### src/design/pslr_pkg.sv
// ----------------------------------------------------------------------------
// pslr_pkg
// Shared types and constants of the PWM speed level ramp block.
// ----------------------------------------------------------------------------
package pslr_pkg;

	localparam int LEVEL_W    = 3;
	localparam int TARGET_W   = 8;
	localparam int TICK_W     = 10;
	localparam int LIMIT_W    = 10;
	localparam int CFG_IDX_W  = 3;
	localparam int CFG_DATA_W = 10;
	localparam int MILLI_W    = 16;
	localparam int MINUTE_W   = 16;
	localparam int NUM_LEVELS = 5;

	localparam int unsigned DUTY_STEP     = 5;
	localparam int unsigned STOP_FLOOR    = 15;
	localparam int unsigned MS_PER_MINUTE = 60000;

	localparam logic [LEVEL_W-1:0]  LEVEL_STOP = 3'd0;
	localparam logic [LEVEL_W-1:0]  LEVEL_TOP  = 3'd5;
	localparam logic [MINUTE_W-1:0] MINUTE_MAX = 16'hFFFF;

	localparam logic [NUM_LEVELS-1:0][TARGET_W-1:0] LEVEL_DUTY_RST =
		{8'd255, 8'd200, 8'd140, 8'd100, 8'd60};
	localparam logic [TICK_W-1:0]  STEP_DELAY_RST  = 10'd10;
	localparam logic [LIMIT_W-1:0] FAULT_LIMIT_RST = 10'd100;

	typedef enum logic {
		ACT_SET  = 1'b0,
		ACT_TICK = 1'b1
	} action_t;

	typedef enum logic [CFG_IDX_W-1:0] {
		CFG_LEVEL_ONE   = 3'd0,
		CFG_LEVEL_TWO   = 3'd1,
		CFG_LEVEL_THREE = 3'd2,
		CFG_LEVEL_FOUR  = 3'd3,
		CFG_LEVEL_FIVE  = 3'd4,
		CFG_STEP_DELAY  = 3'd5,
		CFG_FAULT_LIMIT = 3'd6
	} cfg_idx_t;

	typedef struct packed {
		logic [NUM_LEVELS-1:0][TARGET_W-1:0] level_duty;
		logic [TICK_W-1:0]                   step_delay;
		logic [LIMIT_W-1:0]                  fault_limit;
	} cfg_regs_t;

endpackage

### src/design/pslr_if.sv
// ----------------------------------------------------------------------------
// pslr_if
// Valid/ready channels of the PWM speed level ramp block.
// ----------------------------------------------------------------------------
interface pslr_cmd_if #(
	parameter int SENSE_WIDTH = 10
);
	logic                               valid;
	logic                               ready;
	logic                               action;
	logic [pslr_pkg::LEVEL_W-1:0]       level;
	logic [SENSE_WIDTH-1:0]             current_reading;

	modport source (output valid, action, level, current_reading, input ready);
	modport sink (input valid, action, level, current_reading, output ready);
endinterface

interface pslr_res_if #(
	parameter int DUTY_WIDTH = 8
);
	logic                               valid;
	logic                               ready;
	logic [DUTY_WIDTH-1:0]              pwm_duty;
	logic [pslr_pkg::LEVEL_W-1:0]       speed_level;
	logic [pslr_pkg::LEVEL_W-1:0]       max_level;
	logic                               running;
	logic [pslr_pkg::MINUTE_W-1:0]      minutes_on;
	logic                               motor_error;
	logic                               ramp_busy;

	modport source (output valid, pwm_duty, speed_level, max_level, running, minutes_on,
		motor_error, ramp_busy, input ready);
	modport sink (input valid, pwm_duty, speed_level, max_level, running, minutes_on,
		motor_error, ramp_busy, output ready);
endinterface

interface pslr_cfg_if;
	logic                               valid;
	logic                               ready;
	logic [pslr_pkg::CFG_IDX_W-1:0]     index;
	logic [pslr_pkg::CFG_DATA_W-1:0]    data;

	modport source (output valid, index, data, input ready);
	modport sink (input valid, index, data, output ready);
endinterface

### src/design/pslr_cfg_regs.sv
// ----------------------------------------------------------------------------
// pslr_cfg_regs
// Configuration register file: level targets, step delay and current limit.
// ----------------------------------------------------------------------------
module pslr_cfg_regs (
	input  logic                 clk,
	input  logic                 arst_n,
	pslr_cfg_if.sink             cfg,
	output pslr_pkg::cfg_regs_t  regs
);

	pslr_pkg::cfg_regs_t regs_q;

	assign cfg.ready = 1'b1;
	assign regs      = regs_q;

	always_ff @(posedge clk or negedge arst_n) begin
		if (!arst_n) begin
			regs_q.level_duty  <= pslr_pkg::LEVEL_DUTY_RST;
			regs_q.step_delay  <= pslr_pkg::STEP_DELAY_RST;
			regs_q.fault_limit <= pslr_pkg::FAULT_LIMIT_RST;
		end else if (cfg.valid && cfg.ready) begin
			case (pslr_pkg::cfg_idx_t'(cfg.index))
				pslr_pkg::CFG_LEVEL_ONE:   regs_q.level_duty[0] <= cfg.data[pslr_pkg::TARGET_W-1:0];
				pslr_pkg::CFG_LEVEL_TWO:   regs_q.level_duty[1] <= cfg.data[pslr_pkg::TARGET_W-1:0];
				pslr_pkg::CFG_LEVEL_THREE: regs_q.level_duty[2] <= cfg.data[pslr_pkg::TARGET_W-1:0];
				pslr_pkg::CFG_LEVEL_FOUR:  regs_q.level_duty[3] <= cfg.data[pslr_pkg::TARGET_W-1:0];
				pslr_pkg::CFG_LEVEL_FIVE:  regs_q.level_duty[4] <= cfg.data[pslr_pkg::TARGET_W-1:0];
				pslr_pkg::CFG_STEP_DELAY:  regs_q.step_delay  <= cfg.data[pslr_pkg::TICK_W-1:0];
				pslr_pkg::CFG_FAULT_LIMIT: regs_q.fault_limit <= cfg.data[pslr_pkg::LIMIT_W-1:0];
				default: ;
			endcase
		end
	end

endmodule

### src/design/pslr_engine.sv
// ----------------------------------------------------------------------------
// pslr_engine
// Ramp state and its one-item update: level commands, ticks, ramp steps,
// run-time counters and the current check at ramp end.
// ----------------------------------------------------------------------------
module pslr_engine #(
	parameter int DUTY_WIDTH  = 8,
	parameter int SENSE_WIDTH = 10
) (
	input  logic                                clk,
	input  logic                                arst_n,
	input  pslr_pkg::cfg_regs_t                 regs,
	input  logic                                item_valid,
	input  logic                                action,
	input  logic [pslr_pkg::LEVEL_W-1:0]        level,
	input  logic [SENSE_WIDTH-1:0]              current_reading,
	output logic [DUTY_WIDTH-1:0]               res_duty,
	output logic [pslr_pkg::LEVEL_W-1:0]        res_level,
	output logic [pslr_pkg::LEVEL_W-1:0]        res_peak,
	output logic                                res_running,
	output logic [pslr_pkg::MINUTE_W-1:0]       res_minutes,
	output logic                                res_error,
	output logic                                res_ramp
);

	localparam int CMP_W = (SENSE_WIDTH > pslr_pkg::LIMIT_W) ? SENSE_WIDTH : pslr_pkg::LIMIT_W;
	localparam logic [DUTY_WIDTH:0]   DUTY_MAX_X = {1'b0, {DUTY_WIDTH{1'b1}}};
	localparam logic [DUTY_WIDTH-1:0] STEP_D     = DUTY_WIDTH'(pslr_pkg::DUTY_STEP);
	localparam logic [DUTY_WIDTH-1:0] FLOOR_D    = DUTY_WIDTH'(pslr_pkg::STOP_FLOOR);
	localparam logic [pslr_pkg::MILLI_W-1:0] MS_MIN =
		pslr_pkg::MILLI_W'(pslr_pkg::MS_PER_MINUTE);

	logic [DUTY_WIDTH-1:0]             duty_q, n_duty;
	logic [pslr_pkg::LEVEL_W-1:0]      level_q, n_level;
	logic [pslr_pkg::LEVEL_W-1:0]      peak_q, n_peak;
	logic                              run_q, n_run;
	logic                              ramp_q, n_ramp;
	logic                              stop_q, n_stop;
	logic [DUTY_WIDTH-1:0]             goal_q, n_goal;
	logic [pslr_pkg::TICK_W-1:0]       delay_q, n_delay;
	logic [pslr_pkg::MILLI_W-1:0]      milli_q, n_milli;
	logic [pslr_pkg::MINUTE_W-1:0]     minute_q, n_minute;
	logic                              err;

	always_comb begin
		logic                          do_step;
		logic                          over_limit;
		logic [pslr_pkg::LEVEL_W-1:0]  lvl_idx;
		logic [pslr_pkg::TICK_W:0]     delay_inc;
		logic [pslr_pkg::MILLI_W-1:0]  milli_inc;
		logic [DUTY_WIDTH:0]           up_sum;
		logic [DUTY_WIDTH-1:0]         up_duty;
		logic [DUTY_WIDTH-1:0]         dn_duty;
		logic [DUTY_WIDTH-1:0]         stop_duty;

		n_duty   = duty_q;
		n_level  = level_q;
		n_peak   = peak_q;
		n_run    = run_q;
		n_ramp   = ramp_q;
		n_stop   = stop_q;
		n_goal   = goal_q;
		n_delay  = delay_q;
		n_milli  = milli_q;
		n_minute = minute_q;
		err      = 1'b0;
		do_step  = 1'b0;
		lvl_idx  = level - 3'd1;
		delay_inc = {1'b0, delay_q} + 1'b1;
		milli_inc = milli_q + 1'b1;
		over_limit = CMP_W'(current_reading) > CMP_W'(regs.fault_limit);

		if (item_valid) begin
			if (pslr_pkg::action_t'(action) == pslr_pkg::ACT_SET) begin
				// A start from standstill restarts the run-time clock.
				if (level != pslr_pkg::LEVEL_STOP && !run_q) begin
					n_milli  = '0;
					n_minute = '0;
				end
				if (level > peak_q)
					n_peak = level;
				if (level <= pslr_pkg::LEVEL_TOP) begin
					n_level = level;
					n_delay = '0;
					n_ramp  = 1'b1;
					do_step = 1'b1;
					if (level == pslr_pkg::LEVEL_STOP) begin
						n_run  = 1'b0;
						n_stop = 1'b1;
					end else begin
						n_run  = 1'b1;
						n_stop = 1'b0;
						n_goal = DUTY_WIDTH'(regs.level_duty[lvl_idx]);
					end
				end
			end else begin
				if (milli_inc >= MS_MIN) begin
					n_milli = '0;
					if (minute_q < pslr_pkg::MINUTE_MAX)
						n_minute = minute_q + 1'b1;
				end else begin
					n_milli = milli_inc;
				end
				if (ramp_q) begin
					if (delay_inc >= {1'b0, regs.step_delay}) begin
						n_delay = '0;
						do_step = 1'b1;
					end else begin
						n_delay = delay_inc[pslr_pkg::TICK_W-1:0];
					end
				end
			end
		end

		up_sum    = {1'b0, duty_q} + {1'b0, STEP_D};
		up_duty   = (up_sum > DUTY_MAX_X) ? DUTY_MAX_X[DUTY_WIDTH-1:0] : up_sum[DUTY_WIDTH-1:0];
		dn_duty   = (duty_q >= STEP_D) ? duty_q - STEP_D : '0;
		stop_duty = (duty_q > FLOOR_D) ? duty_q - STEP_D : duty_q;

		if (do_step) begin
			if (n_stop) begin
				// Soft stop: once at or below the floor the output is cut to zero.
				n_duty = stop_duty;
				if (stop_duty <= FLOOR_D) begin
					n_duty = '0;
					n_ramp = 1'b0;
					n_stop = 1'b0;
				end
			end else if (duty_q < n_goal) begin
				n_duty = up_duty;
				if (up_duty >= n_goal) begin
					n_ramp = 1'b0;
					err    = over_limit;
				end
			end else if (duty_q > n_goal && n_level != pslr_pkg::LEVEL_TOP) begin
				n_duty = dn_duty;
				if (dn_duty == n_goal) begin
					n_ramp = 1'b0;
					err    = over_limit;
				end
			end else begin
				n_ramp = 1'b0;
				err    = over_limit;
			end
		end
	end

	always_ff @(posedge clk or negedge arst_n) begin
		if (!arst_n) begin
			duty_q   <= '0;
			level_q  <= '0;
			peak_q   <= '0;
			run_q    <= 1'b0;
			ramp_q   <= 1'b0;
			stop_q   <= 1'b0;
			goal_q   <= '0;
			delay_q  <= '0;
			milli_q  <= '0;
			minute_q <= '0;
		end else if (item_valid) begin
			duty_q   <= n_duty;
			level_q  <= n_level;
			peak_q   <= n_peak;
			run_q    <= n_run;
			ramp_q   <= n_ramp;
			stop_q   <= n_stop;
			goal_q   <= n_goal;
			delay_q  <= n_delay;
			milli_q  <= n_milli;
			minute_q <= n_minute;
		end
	end

	assign res_duty    = n_duty;
	assign res_level   = n_level;
	assign res_peak    = n_peak;
	assign res_running = n_run;
	assign res_minutes = n_run ? n_minute : '0;
	assign res_error   = err;
	assign res_ramp    = n_ramp;

endmodule

### src/design/pwm_speed_level_ramp_core.sv
// Path: an accepted item passes the input register, then the state update
// into the result register.
// Throughput: one item per cycle; the input side stalls only when the
// result register holds an untaken result and an item waits behind it.
// Reset: arst_n clears all ramp and counter state and loads the default
// configuration; no clearing pass, items are taken right after reset.
// ----------------------------------------------------------------------------
// pwm_speed_level_ramp_core
// PWM soft start/stop ramp driven by speed level commands and 1 ms ticks.
// ----------------------------------------------------------------------------
module pwm_speed_level_ramp_core #(
	parameter int DUTY_WIDTH  = 8,
	parameter int SENSE_WIDTH = 10
) (
	input  logic       clk,
	input  logic       arst_n,
	pslr_cmd_if.sink   cmd,
	pslr_res_if.source result,
	pslr_cfg_if.sink   cfg
);

	pslr_pkg::cfg_regs_t              regs;

	logic                             vld_s1;
	logic                             action_s1;
	logic [pslr_pkg::LEVEL_W-1:0]     level_s1;
	logic [SENSE_WIDTH-1:0]           cur_s1;

	logic                             vld_s2;
	logic [DUTY_WIDTH-1:0]            duty_s2;
	logic [pslr_pkg::LEVEL_W-1:0]     level_s2;
	logic [pslr_pkg::LEVEL_W-1:0]     peak_s2;
	logic                             run_s2;
	logic [pslr_pkg::MINUTE_W-1:0]    minutes_s2;
	logic                             err_s2;
	logic                             ramp_s2;

	logic [DUTY_WIDTH-1:0]            res_duty;
	logic [pslr_pkg::LEVEL_W-1:0]     res_level;
	logic [pslr_pkg::LEVEL_W-1:0]     res_peak;
	logic                             res_running;
	logic [pslr_pkg::MINUTE_W-1:0]    res_minutes;
	logic                             res_error;
	logic                             res_ramp;

	logic                             advance;
	logic                             cmd_fire;

	// The registered item moves on whenever the result slot is free or being emptied.
	assign advance   = vld_s1 && (!vld_s2 || result.ready);
	assign cmd.ready = !vld_s1 || advance;
	assign cmd_fire  = cmd.valid && cmd.ready;

	pslr_cfg_regs u_cfg (
		.clk    (clk),
		.arst_n (arst_n),
		.cfg    (cfg),
		.regs   (regs)
	);

	pslr_engine #(
		.DUTY_WIDTH  (DUTY_WIDTH),
		.SENSE_WIDTH (SENSE_WIDTH)
	) u_engine (
		.clk             (clk),
		.arst_n          (arst_n),
		.regs            (regs),
		.item_valid      (advance),
		.action          (action_s1),
		.level           (level_s1),
		.current_reading (cur_s1),
		.res_duty        (res_duty),
		.res_level       (res_level),
		.res_peak        (res_peak),
		.res_running     (res_running),
		.res_minutes     (res_minutes),
		.res_error       (res_error),
		.res_ramp        (res_ramp)
	);

	always_ff @(posedge clk or negedge arst_n) begin
		if (!arst_n) begin
			vld_s1 <= 1'b0;
			vld_s2 <= 1'b0;
		end else begin
			if (cmd_fire)
				vld_s1 <= 1'b1;
			else if (advance)
				vld_s1 <= 1'b0;
			if (advance)
				vld_s2 <= 1'b1;
			else if (result.ready)
				vld_s2 <= 1'b0;
		end
	end

	always_ff @(posedge clk) begin
		if (cmd_fire) begin
			action_s1 <= cmd.action;
			level_s1  <= cmd.level;
			cur_s1    <= cmd.current_reading;
		end
		if (advance) begin
			duty_s2    <= res_duty;
			level_s2   <= res_level;
			peak_s2    <= res_peak;
			run_s2     <= res_running;
			minutes_s2 <= res_minutes;
			err_s2     <= res_error;
			ramp_s2    <= res_ramp;
		end
	end

	assign result.valid       = vld_s2;
	assign result.pwm_duty    = duty_s2;
	assign result.speed_level = level_s2;
	assign result.max_level   = peak_s2;
	assign result.running     = run_s2;
	assign result.minutes_on  = minutes_s2;
	assign result.motor_error = err_s2;
	assign result.ramp_busy   = ramp_s2;

endmodule

### src/flat_wrapper.sv
// flat-port wrapper written by rule: the top's interface ports become plain ports
module pwm_speed_level_ramp_core_flat 
#(
	parameter int DUTY_WIDTH  = 8,
	parameter int SENSE_WIDTH = 10
)
  (clk, arst_n, cmd_valid, cmd_action, cmd_level, cmd_current_reading, cmd_ready, result_valid, result_pwm_duty, result_speed_level, result_max_level, result_running, result_minutes_on, result_motor_error, result_ramp_busy, result_ready, cfg_valid, cfg_index, cfg_data, cfg_ready);
  pslr_cmd_if #(.SENSE_WIDTH(SENSE_WIDTH)) cmd_i ();
  pslr_res_if #(.DUTY_WIDTH(DUTY_WIDTH)) result_i ();
  pslr_cfg_if cfg_i ();
  input  logic clk;
  input  logic arst_n;
  input wire logic [$bits(cmd_i.valid)-1:0] cmd_valid;
  input wire logic [$bits(cmd_i.action)-1:0] cmd_action;
  input wire logic [$bits(cmd_i.level)-1:0] cmd_level;
  input wire logic [$bits(cmd_i.current_reading)-1:0] cmd_current_reading;
  output wire logic [$bits(cmd_i.ready)-1:0] cmd_ready;
  output wire logic [$bits(result_i.valid)-1:0] result_valid;
  output wire logic [$bits(result_i.pwm_duty)-1:0] result_pwm_duty;
  output wire logic [$bits(result_i.speed_level)-1:0] result_speed_level;
  output wire logic [$bits(result_i.max_level)-1:0] result_max_level;
  output wire logic [$bits(result_i.running)-1:0] result_running;
  output wire logic [$bits(result_i.minutes_on)-1:0] result_minutes_on;
  output wire logic [$bits(result_i.motor_error)-1:0] result_motor_error;
  output wire logic [$bits(result_i.ramp_busy)-1:0] result_ramp_busy;
  input wire logic [$bits(result_i.ready)-1:0] result_ready;
  input wire logic [$bits(cfg_i.valid)-1:0] cfg_valid;
  input wire logic [$bits(cfg_i.index)-1:0] cfg_index;
  input wire logic [$bits(cfg_i.data)-1:0] cfg_data;
  output wire logic [$bits(cfg_i.ready)-1:0] cfg_ready;
  assign cmd_i.valid = cmd_valid;
  assign cmd_i.action = cmd_action;
  assign cmd_i.level = cmd_level;
  assign cmd_i.current_reading = cmd_current_reading;
  assign cmd_ready = cmd_i.ready;
  assign result_valid = result_i.valid;
  assign result_pwm_duty = result_i.pwm_duty;
  assign result_speed_level = result_i.speed_level;
  assign result_max_level = result_i.max_level;
  assign result_running = result_i.running;
  assign result_minutes_on = result_i.minutes_on;
  assign result_motor_error = result_i.motor_error;
  assign result_ramp_busy = result_i.ramp_busy;
  assign result_i.ready = result_ready;
  assign cfg_i.valid = cfg_valid;
  assign cfg_i.index = cfg_index;
  assign cfg_i.data = cfg_data;
  assign cfg_ready = cfg_i.ready;
  pwm_speed_level_ramp_core #(.DUTY_WIDTH(DUTY_WIDTH), .SENSE_WIDTH(SENSE_WIDTH)) u_core (.clk(clk), .arst_n(arst_n), .cmd(cmd_i), .result(result_i), .cfg(cfg_i));
endmodule
### config.mk
export PLATFORM = sky130hd
export DESIGN_NAME = pwm_speed_level_ramp_core_flat
export DESIGN_NICKNAME = d
export VERILOG_FILES = /design/src/design/pslr_pkg.sv /design/src/design/pslr_if.sv /design/src/design/pslr_cfg_regs.sv /design/src/design/pslr_engine.sv /design/src/design/pwm_speed_level_ramp_core.sv /design/src/flat_wrapper.sv
export SDC_FILE = /design/constraint.sdc
export NUM_CORES = 1
export LEC_CHECK = 0
export ABC_AREA = 0
export BUFFER_PORTS_ARGS = -buffer_cell sky130_fd_sc_hd__buf_2
export CAP_MARGIN = 20
export CORE_ASPECT_RATIO = 0.8
export CORE_MARGIN = 5
export CORE_UTILIZATION = 30
export CTS_CLUSTER_SIZE = 24
export DETAILED_ROUTE_END_ITERATION = 7
export GPL_TIMING_DRIVEN = 0
export SYNTH_ARGS = -nofsm -noshare
export SYNTH_HDL_FRONTEND = slang
export SYNTH_SLANG_ARGS = --single-unit
### constraint.sdc
create_clock -name clk -period 4.1 [get_ports clk]
set_clock_uncertainty 0.1 [all_clocks]
set_input_delay 0 -clock clk [delete_from_list [all_inputs] [get_ports clk]]
set_output_delay 0 -clock clk [all_outputs]
set_load 0.005 [all_outputs]
==> impl_metrics.sql <==
INSERT INTO impl_metrics (metric_group, metric, value, unit) VALUES
('flow_run', 'maxCapViolations', '0', ''),
('timing', 'final_clock_period_utilization_by_the_worst_path', '0.9916', ''),
('timing', 'final-hold-violation-count', '0', ''),
('layout', 'design.final.nets', '1194', ''),
('critical_path', 'cp.arrival', '4.23', 'ns'),
('timing', 'grt_setup_unrepaired', 'yes', ''),
('layout', 'final_design_area_no_fill', '12450', 'µm²'),
('min_path', 'hold_path_class', 'in -> async', ''),
('layout', 'area_growth', '23.09', '%'),
('timing', 'final_period_minus_worst_setup_slack', '4.066', 'ns'),
('die', 'die_w', '215.3', 'µm'),
('placed_design', 'hpwlAfterDp', '19000', 'µm'),
('synth', 'synth.lib_cells_used.distinct', '84', ''),
('routing', 'detail_route.wirelength', '27130', 'µm'),
('pwr', 'power', '7.174', 'mW'),
('synth', 'postSynthNetCount', '1051', ''),
('routing', 'drcViolationCount', '0', ''),
('critical_path', 'setup.worst_path.end_class', 'flip-flop', ''),
('layout', 'final_common_cell', 'sky130_fd_sc_hd__dfrtp_1', ''),
('critical_path', 'timing.critical_path.fanout_max', '5', ''),
('timing', 'finalSetupViolations', '0', ''),
('critical_path', 'timing.critical_path.from_type', 'flip-flop', ''),
('layout', 'layout_common_cells', '102 x sky130_fd_sc_hd__dfrtp_1, 99 x sky130_fd_sc_hd__nand2_1, 70 x sky130_fd_sc_hd__buf_2, 67 x sky130_fd_sc_hd__mux2_2, 58 x sky130_fd_sc_hd__o21ai_0', ''),
('die', 'die_area', '37500', 'µm²'),
('pwr', 'vdd_ir_drop_max', '0.0002692', 'V'),
('grt', 'largest_net_degree_at_the_start_of_global_routing', '67', ''),
('grt', 'gr-usage-all-layers', '0.1446', ''),
('pwr', 'power.density', '576.4', 'nW/µm²'),
('die', 'die-height', '174.2', 'µm'),
('layout', 'finish.utilization', '0.3717', ''),
('grt', 'grt_pass1_wl', '43930', 'µm'),
('clocking', 'clk_path_buf_depth', '2', ''),
('routing', 'wl_met3', '1175', 'µm'),
('synth', 'synth-seq-area-share', '0.4620', ''),
('clocking', 'cts.reportedPaths.clkPinSlew', '0.08', 'ns'),
('routing', 'wl_per_cell', '17.40', 'µm'),
('critical_path', 'setup.worst_path.class', 'reg -> reg', ''),
('synth', 'synth_area', '10110', 'µm²'),
('clocking', 'worst_skew_pair.late_latency', '0.44', 'ns'),
('placed_design', 'finalWeightedCongestion', '0.8808', ''),
('routing', 'met2RoutedLength', '12200', 'µm'),
('grt', 'antenna_violations_before_repair', '0', ''),
('die', 'row_count', '60', ''),
('synth', 'edff_count_synth', '47', ''),
('routing', 'drt-initial-drc-count', '645', ''),
('synth', 'synthesis.instances', '969', ''),
('outcome', 'run_status', 'complete, no violations', ''),
('routing', 'via_per_instance_ratio', '5.242', ''),
('routing', 'drt_first_pass_iters', '5', ''),
('critical_path', 'worst-endpoint-required', '4.26', 'ns'),
('timing', 'fmax', '246.0', 'MHz'),
('grt', 'vias_in_the_first_global_route', '7956', ''),
('routing', 'via_count', '8172', ''),
('clocking', 'cts_tree', 'yes', ''),
('synth', 'synth_ff_type', 'sky130_fd_sc_hd__dfrtp_1', ''),
('clocking', 'cts.htree.levels', '4', ''),
('layout', 'antennaDiodeCount', '0', ''),
('synth', 'synth_async_sr_flop_share', '0.7330', ''),
('clocking', 'cts_buffer_count', '17', ''),
('synth', 'synth_area_per_cell', '10.44', 'µm²'),
('timing', 'maxSlewViolCount', '0', ''),
('timing', 'timing.slew.headroom', '0.3757', ''),
('layout', 'drive_above_1_share', '0.2640', ''),
('clocking', 'clkSinkCount', '176', ''),
('die', 'initial_utilization', '0.3020', ''),
('die', 'io_pins', '68', ''),
('routing', 'm1WireLength', '13330', 'µm'),
('clocking', 'cts_root_buffer', 'sky130_fd_sc_hd__clkbuf_16', ''),
('synth', 'number_of_storage_elements_in_the_synthesis_netlist', '176', ''),
('pwr', 'total_leakage_power', '5.205', 'nW'),
('grt', 'grt_remaining_overflow', '0', ''),
('synth', 'synth.yosys.warnings', '0', ''),
('routing', 'ant_nets', '0', ''),
('placed_design', 'port-buffer-count', '64', ''),
('die', 'core_area', '33480', 'µm²'),
('placed_design', 'dpl_cell_area', '11080', 'µm²'),
('timing', 'worst_slew_pin_slew', '0.9324', 'ns'),
('routing', 'topRoutingLayerUsed', 'met4', '');
-- synthesized netlist by cell type (8+ instances only) --
master / count / share of area
sky130_fd_sc_hd__dfrtp_1: 103 / 0.25
sky130_fd_sc_hd__nand2_1: 100 / 0.037
sky130_fd_sc_hd__mux2_2: 67 / 0.075
sky130_fd_sc_hd__o21ai_0: 60 / 0.030
sky130_fd_sc_hd__ha_1: 50 / 0.062
sky130_fd_sc_hd__a21oi_1: 48 / 0.024
sky130_fd_sc_hd__edfxtp_1: 47 / 0.14
sky130_fd_sc_hd__inv_1: 47 / 0.017
sky130_fd_sc_hd__nor2_1: 47 / 0.017
sky130_fd_sc_hd__clkbuf_1: 27 / 0.010
sky130_fd_sc_hd__nand3_1: 27 / 0.013
sky130_fd_sc_hd__dfstp_2: 26 / 0.068
sky130_fd_sc_hd__nand2b_1: 21 / 0.013
sky130_fd_sc_hd__a31oi_1: 18 / 0.011
sky130_fd_sc_hd__a21o_1: 17 / 0.013
sky130_fd_sc_hd__and3_1: 17 / 0.011
sky130_fd_sc_hd__nor3_1: 15 / 0.0074
sky130_fd_sc_hd__xnor2_1: 14 / 0.012
sky130_fd_sc_hd__a22o_1: 11 / 0.0095
sky130_fd_sc_hd__nand4_1: 11 / 0.0068
sky130_fd_sc_hd__o21ai_1: 11 / 0.0054
sky130_fd_sc_hd__o211ai_1: 9 / 0.0067
sky130_fd_sc_hd__xor2_1: 9 / 0.0078
sky130_fd_sc_hd__nor4_1: 8 / 0.0049
sky130_fd_sc_hd__o31ai_1: 8 / 0.0059
sky130_fd_sc_hd__or3_1: 8 / 0.0049
-- power breakdown --
group / switching, mW / internal (mW) / total [mW] / leakage, nW
clock: 0.811 / 0.872 / 1.68 / 0.290
combinational: 1.70 / 1.34 / 3.04 / 2.88
sequential: 0.256 / 2.20 / 2.45 / 2.03
total: 2.77 / 4.41 / 7.17 / 5.21
-- worst max-delay path, cell delays in order (launching register included) --
cell                        delay (ns)
sky130_fd_sc_hd__edfxtp_1         0.45
sky130_fd_sc_hd__buf_6            0.16
sky130_fd_sc_hd__inv_6            0.06
sky130_fd_sc_hd__ha_4             0.20
sky130_fd_sc_hd__buf_8            0.13
sky130_fd_sc_hd__mux4_2           0.28
sky130_fd_sc_hd__and2_0           0.16
sky130_fd_sc_hd__a2111o_1         0.32
sky130_fd_sc_hd__o21a_1           0.15
sky130_fd_sc_hd__ha_1             0.28
sky130_fd_sc_hd__nand2b_4         0.14
sky130_fd_sc_hd__a21o_1           0.16
sky130_fd_sc_hd__a21o_1           0.16
sky130_fd_sc_hd__a21oi_2          0.11
sky130_fd_sc_hd__nor2_1           0.05
sky130_fd_sc_hd__a2111oi_2        0.41
sky130_fd_sc_hd__or3_4            0.22
sky130_fd_sc_hd__nor4_4           0.05
sky130_fd_sc_hd__nor4_2           0.29
-- stage by stage --
stage / hold WS, ns / setup slack [ns] / cells / TNS (ns)
floorplan: -0.3956 / 0.01660 / 969 / 0
global placement: 0.07777 / -1.029 / 1467 / -15.17
detailed placement: -0.03694 / -1.037 / 1472 / -15.63
CTS: 0.03171 / 0.006763 / 1546 / 0
global route: 0.08160 / -0.1268 / 1559 / -0.5838
finish: 0.02502 / 0.03447 / 1559 / 0
-- kinds of logic after synthesis --
| group | synth area share |
|---|---|
| and+or+nand+nor | 0.1533 |
| AOI/OAI and AO/OA | 0.1601 |
| DFF | 0.4620 |
| muxes | 0.1073 |
| buffers and inverters | 0.03353 |
| adders and majority gates | 0.06187 |
| xor gates and xnor gates | 0.02153 |
| other | 0.0003708 |
-- path summary, 6_finish.rpt --
check                                       from                        end  slack [ns]  cells past startpoint
hold reg to reg            u_core.u_cfg.regs[49]      u_core.u_cfg.regs[49]        0.40                      1
min in group clk                    cfg_index[2]      u_core.u_cfg.regs[58]        0.05                      4
setup reg to reg              u_core.level_s1[0]    u_core.result.ramp_busy        0.03                     18
max in group asynchronous                 arst_n      u_core.u_cfg.regs[13]        3.05                      3
hold / removal                            arst_n  u_core.u_engine.duty_q[5]        0.03                      2
setup / recovery              u_core.level_s1[0]    u_core.result.ramp_busy        0.03                     18
-- repair_timing --
action,4_1_cts,5_1_grt
resized for setup,28,31
endpoints found under the setup margin,19,19
setup buffers,13,14
cloned,1,0
hold buffers,28,0
pin swaps,14,16
endpoints found under the hold margin,141,0
-- layer usage --
layer	up-vias	GRT usage
met1	4035	0.2154
met5	-	0
li1	3891	-
met4	0	0.03812
met3	34	0.02368
met2	212	0.2186
-- flip-flops by register name (all words and copies together) (netlist names), 3 cells and up --
name                       flops
u_core.u_cfg.regs             60
u_core.result.speed_level      3
u_core.result.pwm_duty         8
u_core.result.minutes_on      16
u_core.u_engine.delay_q       10
u_core.result.max_level        3
u_core.u_engine.milli_q       16
u_core.u_engine.level_q        3
u_core.u_engine.peak_q         3
u_core.u_engine.duty_q         8
u_core.u_engine.minute_q      16
u_core.cur_s1                 10
u_core.u_engine.goal_q         8
u_core.level_s1                3
-- cell type report --
type	instances	area (µm²)
multi-input cells	708	5360
clock buffers	18	429.2
inverters	47	181.4
plain buffers	38	193.9
fillers	3333	21040
flip-flops and latches	176	4673
well taps	434	543.0
clock inverters	14	168.9
repair buffers	124	897.1
Note: power is estimated with default switching activity, not from simulation.
